## config.mk

```make
export PLATFORM = sky130hd
export DESIGN_NAME = sfd_merge
export DESIGN_NICKNAME = d
export VERILOG_FILES = /design/src/sfd_pkg.sv /design/src/sfd_merge.sv
export SDC_FILE = /design/constraint.sdc
export NUM_CORES = 1
export LEC_CHECK = 0
export BUFFER_PORTS_ARGS = -buffer_cell sky130_fd_sc_hd__clkbuf_2
export CORE_UTILIZATION = 30
export DETAILED_ROUTE_END_ITERATION = 8
export GPL_ROUTABILITY_DRIVEN = 1
export REMOVE_ABC_BUFFERS = 1
export SYNTH_ARGS = -nofsm -noshare
export SYNTH_HDL_FRONTEND = slang
export SYNTH_SLANG_ARGS = --single-unit
export TNS_END_PERCENT = 50
```

## constraint.sdc

```tcl
create_clock -name i_clk -period 0.8 [get_ports i_clk]
set_input_delay 0.16 -clock i_clk [delete_from_list [all_inputs] [get_ports i_clk]]
set_output_delay 0.16 -clock i_clk [all_outputs]
set_load 0.02 [all_outputs]
```

## src/sfd_pkg.sv

```systemverilog
// ----------------------------------------------------------------------------
// sfd_pkg
// shared types, constants and arithmetic helpers of the stereo feedback delay
// ----------------------------------------------------------------------------
package sfd_pkg;

    // store depth must be a power of two
    localparam int STORE_DEPTH = 131072;
    localparam int SAMPLE_BITS = 24;
    localparam int ADDR_BITS   = $clog2(STORE_DEPTH);

    localparam int DELAY_BITS  = 17;
    localparam int GAIN_BITS   = 16;
    localparam int GAIN_FRAC   = 15;
    localparam int PROD_BITS   = SAMPLE_BITS + GAIN_BITS + 1;
    localparam int SCALED_BITS = SAMPLE_BITS + 2;
    localparam int SUM_BITS    = SAMPLE_BITS + 3;

    localparam int CFG_IDX_BITS  = 8;
    localparam int CFG_DATA_BITS = 32;

    // register indexes
    localparam logic [CFG_IDX_BITS-1:0] CFG_DELAY    = CFG_IDX_BITS'(0);
    localparam logic [CFG_IDX_BITS-1:0] CFG_DRY      = CFG_IDX_BITS'(1);
    localparam logic [CFG_IDX_BITS-1:0] CFG_WET      = CFG_IDX_BITS'(2);
    localparam logic [CFG_IDX_BITS-1:0] CFG_FEEDBACK = CFG_IDX_BITS'(3);

    localparam logic [DELAY_BITS-1:0] RST_DELAY    = DELAY_BITS'(12000);
    localparam logic [GAIN_BITS-1:0]  RST_DRY      = GAIN_BITS'(32768);
    localparam logic [GAIN_BITS-1:0]  RST_WET      = GAIN_BITS'(16384);
    localparam logic [GAIN_BITS-1:0]  RST_FEEDBACK = GAIN_BITS'(16384);

    typedef logic [ADDR_BITS-1:0]          t_addr;
    typedef logic signed [SAMPLE_BITS-1:0] t_sample;
    typedef logic [GAIN_BITS-1:0]          t_gain;
    typedef logic signed [SCALED_BITS-1:0] t_scaled;
    typedef logic signed [SUM_BITS-1:0]    t_sum;

    typedef struct packed {
        t_sample left_in;
        t_sample right_in;
    } t_in_frame;

    typedef struct packed {
        t_sample left_out;
        t_sample right_out;
    } t_out_frame;

    // per-lane control from the sequencing logic
    typedef struct packed {
        logic  adv;
        t_addr rd_addr;
        logic  wr_en;
        t_addr wr_addr;
        logic  clr;
    } t_lane_ctrl;

    // delay modulo store depth
    function automatic t_addr delay_mod(input logic [DELAY_BITS-1:0] d);
        logic [DELAY_BITS+ADDR_BITS-1:0] w;
        w = {{ADDR_BITS{1'b0}}, d};
        return w[ADDR_BITS-1:0];
    endfunction

    // q1.15 gain times sample, fraction dropped toward minus infinity
    function automatic t_scaled gain_mul(input t_gain g, input t_sample s);
        logic signed [PROD_BITS-1:0] p;
        p = $signed({1'b0, g}) * s;
        p = p >>> GAIN_FRAC;
        return $signed(p[SCALED_BITS-1:0]);
    endfunction

    function automatic t_sample saturate(input t_sum v);
        logic [SUM_BITS-1:0] u;
        u = v;
        if ((&u[SUM_BITS-1:SAMPLE_BITS-1]) || !(|u[SUM_BITS-1:SAMPLE_BITS-1])) begin
            return $signed(u[SAMPLE_BITS-1:0]);
        end else if (u[SUM_BITS-1]) begin
            return $signed({1'b1, {(SAMPLE_BITS-1){1'b0}}});
        end else begin
            return $signed({1'b0, {(SAMPLE_BITS-1){1'b1}}});
        end
    endfunction

endpackage

```

## src/sfd_merge.sv

```systemverilog
// ----------------------------------------------------------------------------
// sfd_merge
// joins the two lane results into one output frame register
// ----------------------------------------------------------------------------
module sfd_merge (
    input  logic                i_clk,
    input  logic                i_rst_n,
    input  logic                i_load,
    input  sfd_pkg::t_sample    i_left,
    input  sfd_pkg::t_sample    i_right,
    input  logic                i_out_ready,
    output logic                o_out_valid,
    output sfd_pkg::t_out_frame o_out_data
);

    logic                r_valid;
    sfd_pkg::t_out_frame r_data;

    always_ff @(posedge i_clk) begin
        if (!i_rst_n) begin
            r_valid <= 1'b0;
        end else if (i_load) begin
            r_valid <= 1'b1;
        end else if (i_out_ready) begin
            r_valid <= 1'b0;
        end
    end

    always_ff @(posedge i_clk) begin
        if (i_load) begin
            r_data.left_out  <= i_left;
            r_data.right_out <= i_right;
        end
    end

    assign o_out_valid = r_valid;
    assign o_out_data  = r_data;

endmodule

```

==> flow_summary_export.csv <==
group,metric,value,unit
logic_synthesis,synth_edf_count,48,
logic_synthesis,yosysSeqAreaShare,0.986,
logic_synthesis,ys_top_cells_by_area,"edfxtp_1 97%, dfxtp_1 1.4%, nor2b_4 0.93%",
setup_path,endpoint_kind,"output port",
logic_synthesis,syn_area_per_cell,29.1,sq um
timing,drv_slew,0,
cells_and_area,nets,212,
run_status,run_status,"complete, but fails checks",
logic_synthesis,synth_largest_area_cell,"edfxtp_1",
min_path,min-delay-start,"i_right[10]",
power_and_ir_drop,vdd_drop_max,1.23,mV
cells_and_area,fin_area,2290,sq um
run,max_cap_viol_count,0,
place,place_congestion,0.664,
place,place_ws,-22.9,ps
setup_path,crit_buf_inv,1,
timing,hold_slack,38.2,ps
routing,drc,0,
min_path,min_path_type,"input port to flop",
floorplan,core_area,4750,sq um
routing,routedWlPerCell,12.7,um
floorplan,die_y,72.3,um
timing,report.final.hold_viol_count,0,
routing,first_pass_iters,4,
cts,clk_latency,290,ps
cts,clockBufferDepth,2,
setup_path,crit_arrival,850,ps
setup_path,start_kind,"flop",
timing,period_needed,1010,ps
timing,relSlewSlack,0.904,
routing,drt-initial-drc-count,35,
floorplan,die_x,72.3,um
timing,tightest_slew,144,ps
cts,ctsResizeCount,3,
logic_synthesis,syn_area,1480,sq um
setup_path,startpoint,"o_out_data[8]",
power_and_ir_drop,p_comb_frac,0.136,
routing,vias_per_cell,4.02,
timing,max_freq,993,MHz
setup_path,worstPathRequired,640,ps
cells_and_area,final-seq-area,1460,sq um
run_status,violations,"setup timing",
power_and_ir_drop,pwr-share-clk,0.269,
grt,overflow,0,
grt,antenna_found_initial,0,
setup_path,path_class,"flop to output port",
cells_and_area,post-route-util,0.482,
timing,fin_setup_tns,-8920,ps
setup_path,r2r-start,"o_out_valid",
cts,clkTransAtPathRegs,90,ps
power_and_ir_drop,power_frac_seq,0.595,
cts,cts_buffers,5,
logic_synthesis,syn_inst,51,
cts,htree_levels,2,
timing,finalSetupViolations,49,
power_and_ir_drop,power_density,2270,nW/um^2
cells_and_area,layout-drive-gt1-share,0.689,
power_and_ir_drop,p_switching,1.25,mW
logic_synthesis,synthTopCellsByCount,"48 x edfxtp_1, 1 x dfxtp_1, 1 x nor2b_4, 1 x o21a_1",
floorplan,die-area,5230,sq um
cts,cts-root-buf,"clkbuf_8",
routing,wl,2.90,mm
logic_synthesis,synth_most_common_cell,"edfxtp_1",
floorplan,io_pins,101,
setup_path,path_max_fanout,1,
power_and_ir_drop,intPower,3.96,mW
place,placed_cell_area,2110,sq um
grt,grt_pass1_vias,905,
timing,clock_skew,0,ps
logic_synthesis,yosysWarnings,0,
cells_and_area,multi_input_area,21.3,sq um
power_and_ir_drop,power,5.22,mW
power_and_ir_drop,power_leakage,0.980,nW
setup_path,slowest_delay,390,ps
cells_and_area,diodes,0,
logic_synthesis,async_flop_share,0,
timing,rsz0062_at_grt,"true",
setup_path,critical_path.cell_chain,"clkbuf_2",
grt,track_usage,0.111,
floorplan,std_cell_rows,25,
cts,post_cts_buffers,0,
place,placed_cells,220,
timing,setup_ws,-207,ps
logic_synthesis,synth_ff_type,"edfxtp_1",
cells_and_area,final_cells,228,
grt,grt_max_degree,28,
place,io_buffers,100,
routing,via_count,917,
cts,holdBufCountCts,0,
setup_path,critPathSlowestCell,"edfxtp_1",
timing,min_period_over_period,1.26,
logic_synthesis,ys_seq_elements,49,
cells_and_area,area_growth,54.7,%
power_and_ir_drop,swShare,0.240,
logic_synthesis,synth_top_cell_area_share,0.972,
cts,clkSinkCount,49,
cts,cts_tree,"yes",
routing,ant_nets,0,
floorplan,start_util,0.312,
cells_and_area,fillers,440,
logic_synthesis,ys_types,4,
setup_path,crit_family,"flip-flops",
grt,grt_pass1_wl,4.08,mm
per-layer routing:
| layer | global-route usage | vias to the layer above | share of wire |
|---|---|---|---|
| met2 | 0.182 | 67 | 0.51 |
| met1 | 0.119 | 428 | 0.35 |
| met3 | 0.0583 | 2 | 0.12 |
| met4 | 0.0523 | 0 | 0.0097 |
| met5 | 0 | - | 0 |
| li1 | - | 420 | - |
power by group through the flow:
stage | registers [mW] | clock network (mW) | logic, mW
after detailed placement | 3.15 | 0 | 0.647
after global placement | 3.14 | 0 | 0.636
after floorplan | 3.42 | 0 | 0.00693
after global routing | 3.12 | 1.58 | 0.752
after CTS | 3.10 | 1.46 | 0.653
final | 3.10 | 1.40 | 0.712
flip-flops by register name, indices dropped and copies added (netlist names):
name         count
o_out_data      48
o_out_valid      1
path summary, 6_finish.rpt:
path | end | slack [ps] | cells after the start
setup / recovery | o_out_data[8] | -210 | 1
hold / removal | o_out_data[10] | 40 | 1
setup reg to reg | o_out_valid | 90 | 2
hold reg to reg | o_out_valid | 610 | 2
final cells by class:
class                      instances  area share
sequential                        49       0.638
timing repair buffer             102       0.278
tap                               67      0.0366
clock buffer                       6      0.0316
multi-input combinational          2     0.00927
clock inverter                     2     0.00655
placed cells by master (no fill, tap or decap):
master / count
buf_8: 1
clkinvlp_4: 2
buf_12: 2
o21a_1: 1
dfxtp_2: 1
buf_2: 33
clkbuf_8: 5
buf_6: 14
edfxtp_1: 48
nor2b_4: 1
clkbuf_2: 52
clkbuf_1: 1
kinds of logic after synthesis:
logic type	share of synthesized area
flops	0.986
simple gates	0.00928
compound gates	0.00507
Note: power is estimated with default switching activity, not from simulation.
